--- src/hdl/ffcha_ram.sv ---
// ----------------------------------------------------------------------------
// ffcha_ram
// Generic single-write, single-read RAM with registered read data.
// ----------------------------------------------------------------------------
module ffcha_ram #(
    parameter int W = 8,
    parameter int D = 16
) (
    input  logic                 i_clk,
    input  logic                 i_we,
    input  logic [$clog2(D)-1:0] i_waddr,
    input  logic [W-1:0]         i_wdata,
    input  logic [$clog2(D)-1:0] i_raddr,
    output logic [W-1:0]         o_rdata
);

    logic [W-1:0] r_mem [D];
    logic [W-1:0] r_rdata;

    always_ff @(posedge i_clk) begin
        if (i_we) begin
            r_mem[i_waddr] <= i_wdata;
        end
        r_rdata <= r_mem[i_raddr];
    end

    assign o_rdata = r_rdata;

endmodule

--- config.mk ---
export PLATFORM = sky130hd
export DESIGN_NAME = ffcha_ram
export DESIGN_NICKNAME = d
export VERILOG_FILES = /design/src/hdl/ffcha_ram.sv
export SDC_FILE = /design/constraint.sdc
export NUM_CORES = 1
export LEC_CHECK = 0
export CAP_MARGIN = 20
export CORE_MARGIN = 2
export CORE_UTILIZATION = 48
export CTS_CLUSTER_SIZE = 25
export DETAILED_ROUTE_END_ITERATION = 8
export DONT_BUFFER_PORTS = 1
export GPL_ROUTABILITY_DRIVEN = 0
export HOLD_SLACK_MARGIN = 0.06
export PLACE_DENSITY = 0.73
export SETUP_SLACK_MARGIN = 0.15
export SLEW_MARGIN = 20
export SYNTH_ARGS = -nofsm -noshare
export SYNTH_HDL_FRONTEND = slang
export SYNTH_SLANG_ARGS = --single-unit
--- constraint.sdc ---
create_clock -name i_clk -period 2.3 [get_ports i_clk]
set_input_delay 0.46 -clock i_clk [delete_from_list [all_inputs] [get_ports i_clk]]
set_output_delay 0.46 -clock i_clk [all_outputs]
set_load 0.02 [all_outputs]
Yosys cells after proc, flatten, opt, wreduce, memory -nomap -nowiden
Memories as Yosys holds them, arrays and structs flattened. A register that Yosys moved wholly into a read port is not among the register bits.
Cells that the tools add are included.
Storage, ports and cells
  flip-flop bits (word level): 0
  memories: 1
  input bits: 18
  memory bits (writable): 128
Memory list
  r_mem: words 16, width 8, rd ports 1, clocked after Yosys merged registers in 1, write ports 1, RTL line 17  | logic [W-1:0] r_mem [D];
Operators by class
  mux-type cells: 2
Operator list (number)
  2-to-1 mux 1 bit: 2

Depth between registers and ports, before layout
  depth after elaboration: 2
  mapped depth: 5

Least setup slack after synthesis
Ideal clock, no wire load.
  path kind: input -> register
  start point: in i_waddr[2]
  end point: mem r_mem[0][0] (enable)
  arrival: 1.570 ns
  path slack: 0.347 ns
  library setup time: 0.383 ns
  cell stages on the path: 2
  required time: 1.917 ns
  cells stage by stage: or3b_2 nor3_1
RTL lines
  start: declaration: RTL line 11  | input logic [$clog2(D)-1:0] i_waddr,
  end: declaration: RTL line 17
No word-level cell before the write port.

Worst setup path in the final report
  start point: reg r_rdata[4] (netlist: o_rdata[4]) (read register of r_mem)
  end point: out o_rdata[4]
RTL lines
  start: declaration: RTL line 18  | logic [W-1:0] r_rdata;
  end: declaration: RTL line 14  | output logic [W-1:0] o_rdata
No word-level cell between the ends.

==> qor.yml <==
io_buffers: 0
dp_cells: 370
setup_violations: 0
p_total_uw: 5940
io_pins: 26
remaining_drc_errors: 0
synth_area_um2: 5150
ant_nets: 0
dpl.hpwl_um: 5840
gr-max-usage-layer: "met1"
finalSetupTns_ns: 0
endpoint_kind: "output pin"
gr-total-overflow: 0
use_met1_pct: 27.7
drive_gt1_share_pct: 24.1
fillCellCount: 749
clock_path_buffers: 2
dieArea_um2: 11600
grt_max_degree: 33
synth-seq-area-share_pct: 77.8
crit_fanout: 1
cts_made_buffers: 17
cp.arrival_ns: 0.96
synthCells: 229
drtIter0Drc: 253
drt_first_pass_iters: 4
status: "completed"
slew_headroom_pct: 50.4
wl_per_cell_um: 24.5
fmax_ghz: 0.704
cts_tree: "built"
post_cts_buffers: 0
core_area_um2: 10400
min_path_type: "in -> reg"
worst_slew_pin_slew_ns: 0.742
yosys_warnings: 0
ys_ff_latch: 136
leakagePower_uw: 0.00202
finalCritPeriodShare_pct: 61.8
cts_root_buffer: "clkbuf_8"
die_w_um: 108
final_cell_count_no_fill: 410
first_global_vias: 2481
drt-total-wl_um: 10100
use_met3_pct: 6.17
grt_util_met2_pct: 27.6
skew_ns: 0.0140
antenna_found_initial: 0
multi_input_area_um2: 1060
cp.required_ns: 1.84
area_growth_pct: 18.2
slew_viol_final: 0
synthDistinctLibCells: 19
avgViaCountPerCell: 5.89
cts_hold_buffers: 8
drv_cap: 0
path_clk_slew_ns: 0.07
syn-num-nets: 247
grt_pass1_wl_um: 15000
worst-setup-path-type: "reg -> out"
rsz0062_at_grt: "false"
vdd_ir_drop_max_mv: 0.597
post_cts_resized: 0
clock-sinks: 136
final_nets: 279
cts_htree_levels: 4
rows: 37
avgSynthCellArea_um2: 22.5
crit_path_start_kind: "flip-flop"
clk_latency_ns: 0.52
diodes: 0
vias: 2413
min_period_ns: 1.42
seq_area_um2: 4000
power_density_nw_per_um2: 977
fp.dieH_um: 108
initial_core_util_pct: 49.6
hold_viol_final: 0
grt.total_usage_pct: 19.1
[power breakdown]
part | internal [µW] | switching [µW]
combinational | 92.9 | 99.9
sequential | 2770 | 38.7
clock | 1940 | 998
[state kept, by name, summed over array words and instances, names as in the netlist]
signal / cells
r_mem: 128
o_rdata: 8
[layout make-up]
class / count / area share (%)
tap: 136 / 2.80
clock inverter: 13 / 3.58
timing repair buffer: 23 / 3.17
clock buffer: 19 / 7.26
multi-input combinational: 83 / 17.4
sequential: 136 / 65.8
[layer usage]
metal	wire length (µm)	vias to the layer above
met5	0	-
met4	106	0
met3	688	8
met2	4790	101
met1	4480	1267
li1	-	1037
[final timing paths]
check	start	to	slack, ns	cells after the start
hold reg to reg	r_mem[15][3]	o_rdata[3]	0.67	3
hold / removal	i_raddr[1]	o_rdata[3]	0.25	3
setup reg to reg	r_mem[5][1]	o_rdata[1]	0.93	3
setup / recovery	o_rdata[4]	o_rdata[4]	0.88	0
[kinds of logic after synthesis]
family	after synthesis	share of synthesized area [%]
and+or+nand+nor	35	3.18
buffers and inverters	10	1.68
muxes	32	15.0
DFF	136	77.8
AOI/OAI and AO/OA	16	2.33
[placed cells by master (no fill, tap or decap), types with 3 or more instances in the layout]
| master | synthesis | routed |
|---|---|---|
| edfxtp_1 | 128 | 128 |
| mux4_2 | 18 | 18 |
| a22oi_1 | 16 | 16 |
| clkbuf_16 | 0 | 16 |
| buf_4 | 1 | 15 |
| mux4_1 | 14 | 14 |
| nor2_1 | 13 | 13 |
| nand2_1 | 9 | 9 |
| dlygate4sd3_1 | 0 | 8 |
| dfxtp_1 | 8 | 8 |
| clkinv_4 | 0 | 5 |
| bufinv_16 | 0 | 5 |
| nor3_1 | 4 | 4 |
| clkbuf_8 | 0 | 3 |
[Yosys cell counts]
master	number	area [µm²]
nor2b_1	1	6.26
nand2_1	9	33.8
nand3b_1	2	15.0
buf_4	1	7.51
mux4_2	18	405
a22oi_1	16	120
buf_6	3	33.8
nor3_1	4	20.0
and2_1	1	6.26
edfxtp_1	128	3840
buf_2	3	15.0
and2b_1	1	7.51
nor2_1	13	48.8
nand3_1	1	5.00
nand2b_1	2	12.5
or3b_2	1	8.76
mux4_1	14	368
clkdlybuf4s25_2	3	30.0
dfxtp_1	8	160
[through the flow]
stage / hold slack, ns / setup WS [ns] / util (%) / instance area (µm²)
final: 0.246 / 0.879 / 58.7 / 6080
after CTS: 0.216 / 0.854 / 58.7 / 6080
after global placement: 0.560 / 0.670 / 51.5 / 5340
after floorplan: 0.559 / 0.347 / - / 5150
after global routing: 0.227 / 0.833 / 58.7 / 6080
after detailed placement: 0.560 / 0.658 / 51.5 / 5340
Note: power is estimated with default switching activity, not from simulation.
