$ cat config.mk
export PLATFORM = sky130hd
export DESIGN_NAME = ffcha_stats
export DESIGN_NICKNAME = d
export VERILOG_FILES = /design/src/hdl/ffcha_pkg.sv /design/src/hdl/ffcha_stats.sv
export SDC_FILE = /design/constraint.sdc
export NUM_CORES = 1
export LEC_CHECK = 0
export BUFFER_PORTS_ARGS = -buffer_cell sky130_fd_sc_hd__clkbuf_2
export CAP_MARGIN = 20
export CORE_ASPECT_RATIO = 1.1
export CORE_UTILIZATION = 50
export CTS_CLUSTER_DIAMETER = 150
export DETAILED_ROUTE_END_ITERATION = 12
export GPL_TIMING_DRIVEN = 0
export PLACE_DENSITY = 0.84
export REMOVE_ABC_BUFFERS = 1
export SLEW_MARGIN = 30
export SYNTH_ARGS = -nofsm -noshare
export SYNTH_HDL_FRONTEND = slang
export SYNTH_SLANG_ARGS = --single-unit
$ cat constraint.sdc
create_clock -name i_clk -period 4.69 [get_ports i_clk]
set_clock_uncertainty 0.05 [all_clocks]
set_input_delay 0.938 -clock i_clk [delete_from_list [all_inputs] [get_ports i_clk]]
set_output_delay 0.938 -clock i_clk [all_outputs]
set_load 0.1 [all_outputs]
$ cat src/hdl/ffcha_pkg.sv
// ----------------------------------------------------------------------------
// ffcha_pkg
// Shared constants and types for the first-fit checked heap allocator.
// ----------------------------------------------------------------------------
package ffcha_pkg;

    localparam int ARENA_QUANTA  = 4096;
    localparam int QUANTUM_BYTES = 16;
    localparam int HEADER_QUANTA = 3;

    localparam int IDX_W     = $clog2(ARENA_QUANTA);
    localparam int QB_LOG    = $clog2(QUANTUM_BYTES);
    localparam int OFF_W     = 16;
    localparam int SIZE_W    = 16;
    localparam int REQ_W     = 32;
    localparam int NEED_W    = REQ_W + 1 - QB_LOG;
    localparam int NX_W      = IDX_W + 2;
    localparam int FIRST_OFF = HEADER_QUANTA * QUANTUM_BYTES;

    typedef enum logic [1:0] {
        ST_ACTIVE   = 2'd0,
        ST_INACTIVE = 2'd1,
        ST_FREED    = 2'd2
    } t_cst;

    typedef struct packed {
        logic               is_head;
        t_cst               st;
        logic               has_prev;
        logic [IDX_W-1:0]   allot;
        logic [IDX_W-1:0]   prev;
        logic [SIZE_W-1:0]  size;
    } t_chunk;

    localparam int CHUNK_W = $bits(t_chunk);

    localparam t_chunk CHUNK_INIT = '{
        is_head:  1'b1,
        st:       ST_INACTIVE,
        has_prev: 1'b0,
        allot:    IDX_W'(ARENA_QUANTA - HEADER_QUANTA),
        prev:     '0,
        size:     '0
    };

    typedef enum logic {
        OP_ALLOC = 1'b0,
        OP_FREE  = 1'b1
    } t_op;

    typedef enum logic [2:0] {
        STS_OK        = 3'd0,
        STS_ZERO      = 3'd1,
        STS_NO_SPACE  = 3'd2,
        STS_NULL_FREE = 3'd3,
        STS_NOT_HEAP  = 3'd4,
        STS_UNALIGNED = 3'd5,
        STS_DOUBLE    = 3'd6,
        STS_NOT_ALLOC = 3'd7
    } t_status;

    typedef enum logic [2:0] {
        SK_NONE,
        SK_ZERO,
        SK_GRANT,
        SK_REFUSE,
        SK_RELEASE
    } t_stat_kind;

    typedef struct packed {
        t_stat_kind         kind;
        logic [REQ_W-1:0]   bytes;
    } t_stat_cmd;

endpackage

$ cat src/hdl/ffcha_stats.sv
// ----------------------------------------------------------------------------
// ffcha_stats
// Saturating live and lifetime counters, updated at most once per finished request.
// ----------------------------------------------------------------------------
module ffcha_stats (
    input  logic                 i_clk,
    input  logic                 i_rst_n,
    input  ffcha_pkg::t_stat_cmd i_cmd,
    output logic [12:0]          o_live_count,
    output logic [16:0]          o_live_bytes,
    output logic [31:0]          o_grant_count,
    output logic [47:0]          o_grant_bytes,
    output logic [31:0]          o_refuse_count,
    output logic [47:0]          o_refuse_bytes
);

    logic [12:0] r_lc;
    logic [16:0] r_lb;
    logic [31:0] r_gc;
    logic [47:0] r_gb;
    logic [31:0] r_rc;
    logic [47:0] r_rb;

    logic [12:0] lc_inc, lc_dec;
    logic [16:0] lb_add, lb_dec;
    logic [32:0] lb_sum;
    logic [31:0] gc_inc, rc_inc;
    logic [48:0] gb_sum, rb_sum;
    logic [47:0] gb_add, rb_add;

    assign lc_inc = (&r_lc) ? r_lc : r_lc + 13'd1;
    assign lc_dec = (r_lc == '0) ? r_lc : r_lc - 13'd1;
    assign lb_sum = 33'(r_lb) + 33'(i_cmd.bytes);
    assign lb_add = (lb_sum > 33'(17'h1FFFF)) ? '1 : lb_sum[16:0];
    assign lb_dec = (33'(i_cmd.bytes) > 33'(r_lb)) ? '0 : r_lb - i_cmd.bytes[16:0];
    assign gc_inc = (&r_gc) ? r_gc : r_gc + 32'd1;
    assign rc_inc = (&r_rc) ? r_rc : r_rc + 32'd1;
    assign gb_sum = {1'b0, r_gb} + 49'(i_cmd.bytes);
    assign rb_sum = {1'b0, r_rb} + 49'(i_cmd.bytes);
    assign gb_add = gb_sum[48] ? '1 : gb_sum[47:0];
    assign rb_add = rb_sum[48] ? '1 : rb_sum[47:0];

    always_ff @(posedge i_clk) begin
        if (!i_rst_n) begin
            r_lc <= '0;
            r_lb <= '0;
            r_gc <= '0;
            r_gb <= '0;
            r_rc <= '0;
            r_rb <= '0;
        end else begin
            unique case (i_cmd.kind)
                ffcha_pkg::SK_ZERO: begin
                    r_gc <= gc_inc;
                end
                ffcha_pkg::SK_GRANT: begin
                    r_lc <= lc_inc;
                    r_lb <= lb_add;
                    r_gc <= gc_inc;
                    r_gb <= gb_add;
                end
                ffcha_pkg::SK_REFUSE: begin
                    r_rc <= rc_inc;
                    r_rb <= rb_add;
                end
                ffcha_pkg::SK_RELEASE: begin
                    r_lc <= lc_dec;
                    r_lb <= lb_dec;
                end
                default: begin
                end
            endcase
        end
    end

    assign o_live_count   = r_lc;
    assign o_live_bytes   = r_lb;
    assign o_grant_count  = r_gc;
    assign o_grant_bytes  = r_gb;
    assign o_refuse_count = r_rc;
    assign o_refuse_bytes = r_rb;

endmodule

---- After elaboration in Yosys (flattened, before gate mapping) ----
Index checks and enable logic that the tools add are counted.
word-level totals
  register bits ........................... 190
  bits of input ports ..................... 37
  output and inout port bits .............. 190
  logic and storage cells ................. 41
operators by class
  add/sub/neg operators ................... 8
  magnitude comparators ................... 2
  equality and inequality tests ........... 6
  multiplexer cells ....................... 8
  bitwise operators ....................... 2
  reduce and logical (&&, ||, !) cells .... 9
operator list
  cell                                                              count
  adder 48 x 32 -> 49 bit                                           2
  two-way mux 48 bit                                                2
  adder 32 x 1 -> 32 bit (second input constant)                    2
  AND reduction 32 bit                                              2
  two-way mux 17 bit                                                2
  case mux 17 bit (2 select lines)                                  1
  adder 17 x 32 -> 33 bit                                           1
  greater-than comparator 33 x 17 -> 1 bit (second input constant)  1
  greater-than comparator 32 x 17 -> 1 bit                          1
  two-way mux 13 bit                                                2
  case mux 13 bit (2 select lines)                                  1
  subtractor 17 bit                                                 1
  adder 13 x 1 -> 13 bit (second input constant)                    1
  logical NOT 13 bit                                                1
  AND reduction 13 bit                                              1
  subtractor 13 x 1 -> 13 bit (second input constant)               1
  equality test 3 x 2 -> 1 bit (second input constant)              2
  != test 2 bit (second input constant)                             2
  AND reduction 2 bit                                               2
  equality test 3 x 1 -> 1 bit (second input constant)              1
  equality test 3 bit (second input constant)                       1
  AND reduction 3 bit                                               1
  inverter 1 bit                                                    2
  nonzero test 2 bit                                                1
  OR reduction 2 bit                                                1

---- Longest topological paths before layout ----
  depth after elaboration ................. 4
  gate-level depth with buffers ........... 15
  gate-level depth less buffers ........... 14

---- Worst setup path before layout ----
Ideal clock, no wire load.
  path kind ............................... reg-to-reg
  start ................................... register r_lb[0] (netlist: o_live_bytes[0])
  end ..................................... register r_lb[11] (netlist: o_live_bytes[11])
  library setup time ...................... 0.122 ns
  arrival time ............................ 3.754 ns
  data required time ...................... 4.518 ns
  slack ................................... 0.763 ns
  stages on the path, launching flop included .. 15
  path buffers ............................ 1
  period minus slack after synthesis ...... 3.927 ns
  cells stage by stage .................... dfxtp_1 -> ha_1 -> inv_1 -> fa_1 -> o21ba_2 -> o21ai_2 -> a21boi_2 -> o31ai_2 -> a2111oi_2 -> or3_1 -> a211oi_1 -> nand4_2 -> o21ai_2 -> buf_4 -> a21oi_1
between the ends
  word-level cells in the longest chain between the ends .. 4
  elaborated cells on any way between the ends .. 7
  classes of those cells .................. 2 x add/sub; 2 x order compare; 3 x mux
RTL lines
  item                                      RTL line           source
  from (decl)                               ffcha_stats.sv:18  logic [16:0] r_lb;
  from (signal assigned)                    ffcha_stats.sv:58  r_lb <= lb_add;
  from (signal assigned)                    ffcha_stats.sv:68  r_lb <= lb_dec;
  adder 17 x 32 -> 33 bit                   ffcha_stats.sv:33  assign lb_sum = 33'(r_lb) + 33'(i_cmd.bytes);
  greater-than comparator 33 x 17 -> 1 bit  ffcha_stats.sv:34  assign lb_add = (lb_sum > 33'(17'h1FFFF)) ? '1 : lb_sum[16:0];
  two-way mux 17 bit                        ffcha_stats.sv:34
  case mux 17 bit (2 select lines) *        ffcha_stats.sv:52  unique case (i_cmd.kind)
Mark *: on every way between the ends. The rest lies on a longest branch, timed or not.
A chain may end at the register's enable or synchronous reset.

---- Worst setup path in the final report ----
  start ................................... input i_cmd[33] (netlist name)
  end ..................................... register r_lc[11] (netlist: o_live_count[11])
between the ends
  word-level cells in the longest chain between the ends .. 3
  elaborated cells on any way between the ends .. 7
  classes of those cells .................. 4 x eq/ne; 1 x mux; 2 x reduce/logical
RTL lines
  item                                                                 RTL line           source
  from (decl)                                                          ffcha_stats.sv:8   input ffcha_pkg::t_stat_cmd i_cmd,
  equality test 3 bit or equality test 3 x 2 -> 1 bit (tied branches)  ffcha_stats.sv:52
  != test 2 bit (no line) or nonzero test 2 bit (tied branches)        -
  AND reduction 3 bit (no line)                                        -
  to (signal assigned)                                                 ffcha_stats.sv:57  r_lc <= lc_inc;
  to (signal assigned)                                                 ffcha_stats.sv:67  r_lc <= lc_dec;
  to (decl)                                                            ffcha_stats.sv:17  logic [12:0] r_lc;
Several ways; a longest one is shown, not always the timed one.

==> metrics <==
Port Buf Inserts=226; global placement routability congestion=0.953; Startpoint Class=input pin; Worst-Skew Late Latency=450 ps; hold wc startpoint=o_refuse_count[24]; Hold Crit Depth=2; CP max FO=25; hold_buf cts=0; Layout area overhead=14.5%; fmax=0.226 GHz; CP arrival=4750 ps; Worst R2R End=o_live_bytes[8]; clk root buf=clkbuf_16; Slew headroom=0.322; TritonCTS clock tree=yes; area of the die=0.0290 sq mm; Initial DRC Count=1012; reg2reg path depth=13; Final ANT Viol Nets=0; post-CTS sizing=0; asr flop ratio synth=0; die width=163 um; via count=14400; Post-synth EDFFs=0; XOR/XNOR share of the synthesized area=0.0778; Distinct cells, synth=93; RR Startpoint=o_live_bytes[0]; Period minus WS final=4420 ps; Worst Setup SP=i_cmd[33]; Total GRT Usage=0.281; Syn Area/Cell=7.84 sq um; clock sink total=190; category of the most critical setup path=in -> reg; residual DRC count=0; worst min path class=reg -> reg; RSZ-0062 raised after global routing=no; hold path endpoint=o_refuse_count[24]; Seq/Total Area, Yosys=0.268; final hold vios=0; final WL=41.8 mm; crit path cell chain=clkbuf_2 > nor2_1 > nand2_2 > inv_1 > ha_1 > a21o_1 > a21oi_1 > o21ai_0 > a21oi_1 > nand2b_1 > a21oi_1 > o31a_1 > o211ai_1 > mux2_2 > o21ai_0; final core occ=0.583; Pleak=7.16 nW; max-cap viol count=0; deepest clock path buffer count=2; num ports=227; worst slew pin tran=1020 ps; Setup crit end kind=flop; first-pass GRT wire length=66.0 mm; Slowest-stage cell, CP=inv_1; fraction of synthesized area in multiplexers=0.0114; simple logic cell fraction of the synthesized area=0.196; initial antenna violation count=0; Synth Warn #=0; worst reg2reg setup slack=680 ps; Max IR drop VDD=222 uV; post-synthesis cell area=0.0142 sq mm; ys flop type=dfxtp_1; combinational family with the most area after synthesis=compound AO/OA/AOI/OAI gates; Detailed Routing Iterations Pass 1=6; vias in the first global route=13300; setup violators final=0; most used cell, CP=a21oi_1; post-CTS setup buffer count=0; Worst path max stage delay=930 ps; via-per-instance ratio=6.08; pwr dens=283 mW/mm^2; Core Region=0.0279 sq mm; WP buf/inv=2; Rows=64; fin nets=2157; H-tree depth=4; post-synthesis adder-cell area fraction=0.119; TritonCTS Buffers=17; number of synthesized register bits=190; fin. max-slew vios=0; routed length per instance=17.7 um; final hold slack=455 ps; Top Family by Delay on Critical Path=compound AO/OA/AOI/OAI gates; Post-DP HPWL=30.8 mm; Critical Path RT=5020 ps; post-synthesis cell count=1809; Initial Utilization=0.509; largest net degree at the start of global routing=99; status=completed; post-synthesis compound-gate area fraction=0.281; layout cell share with drive strength beyond 1=0.160; gr ovfl total=0; Clock transition at path regs=80 ps; die height=179 um; # diodes=0; period utilization=0.942
[metal layers]
metal / share of wire / track usage / up-vias
met3: 0.055 / 0.0477 / 112
met4: 0.042 / 0.148 / 0
li1: - / - / 6949
met5: 0 / 0 / -
met1: 0.42 / 0.342 / 6822
met2: 0.48 / 0.473 / 500
[worst register-to-register path, delay by kind of cell, from the launching register on]
kind | cells | cell delay (ps)
buffers and inverters | 1 | 60
AND/OR/NAND/NOR | 2 | 700
AO/OA/AOI/OAI | 8 | 2010
adder cells (fa/ha/maj) | 2 | 620
flip-flops | 1 | 440
[worst max-delay path by stage]
stage	end	cells past startpoint	slack [ps]
final	o_live_count[11]	15	270
after CTS	o_live_bytes[14]	11	200
after floorplan	o_grant_bytes[1]	11	400
after global placement	o_grant_bytes[36]	5	-1290
after global routing	o_live_count[12]	15	60
after detailed placement	o_live_bytes[14]	11	-260
[through the flow]
| stage | instance area, sq um | cells | TNS (ps) | worst slack (ps) | power (W) |
|---|---|---|---|---|---|
| final | 16200 | 2364 | 0 | 271 | 0.00460 |
| after global routing | 16200 | 2364 | 0 | 63.6 | 0.00478 |
| after CTS | 16200 | 2364 | 0 | 199 | 0.00460 |
| after detailed placement | 15600 | 2332 | -2640 | -264 | 0.00302 |
| after global placement | 15500 | 2326 | -59110 | -1290 | 0.00299 |
| after floorplan | 13900 | 1737 | 0 | 405 | 0.00272 |
[power breakdown]
part	switching [W]	internal [W]	leakage (nW)
combinational	0.000928	0.000371	5.32
clock	0.000753	0.000833	0.305
sequential	0.0000513	0.00166	1.54
[kinds of logic (layout without fill, tap and decap cells)]
group	Yosys count	after routing
AND/OR/NAND/NOR	543	543
multiplexers	16	16
adder cells (fa/ha/maj)	132	132
buffers and inverters	167	359
AO/OA/AOI/OAI	635	635
flip-flops	190	190
XOR/XNOR	126	126
[sequential cells by signal, summed over array words and instances (netlist names)]
| signal | flops |
|---|---|
| o_grant_bytes | 48 |
| o_live_bytes | 17 |
| o_refuse_bytes | 48 |
| o_grant_count | 32 |
| o_refuse_count | 32 |
| o_live_count | 13 |
[synthesized netlist by cell type (all sizes together), types with 5 or more instances]
library cell | n | area, sq um
o221ai | 8 | 70.1
nand2b | 17 | 106
a211oi | 18 | 153
o21ai | 183 | 931
nor4 | 9 | 56.3
buf | 13 | 83.8
o31ai | 7 | 62.6
o21a | 17 | 128
nor2b | 18 | 113
and3 | 24 | 161
inv | 95 | 357
o31a | 11 | 97.6
mux2i | 15 | 150
o211ai | 19 | 143
a221oi | 7 | 61.3
xor2 | 61 | 534
o311a | 5 | 50.1
fa | 5 | 100
a21oi | 215 | 1080
nand2 | 122 | 463
or3 | 40 | 253
nor2 | 136 | 526
a2111oi | 7 | 81.3
o2111ai | 5 | 43.8
xnor2 | 65 | 569
nand4 | 33 | 213
a31oi | 12 | 81.3
a21o | 55 | 413
and4 | 16 | 143
dfxtp | 190 | 3800
a311oi | 8 | 70.1
clkbuf | 59 | 221
a211o | 8 | 70.1
nor3 | 28 | 150
ha | 127 | 1590
o41ai | 5 | 70.1
or2 | 9 | 56.3
o21bai | 13 | 97.6
nand3 | 55 | 285
and2 | 21 | 131
o22ai | 8 | 50.1
[cell type report]
cell class,instances,area (sq um)
clock buffer,18,439
clock inverter,14,189
fill,2545,11600
inverter,95,362
multi-input combinational,1452,9750
sequential,190,3800
tap,363,454
timing repair buffer,232,1240
[placed cells by master (no fill, tap or decap), drive strengths merged, types with 19 or more instances in the layout]
cell type	n
clkbuf	244
a21o	55
nand3	55
nand2	122
dfxtp	190
and2	21
a21oi	215
and3	24
nor2	136
ha	127
nor3	28
xor2	61
nand4	33
o211ai	19
inv	103
xnor2	65
o21ai	183
or3	40
(Power assumes the default switching activity.)
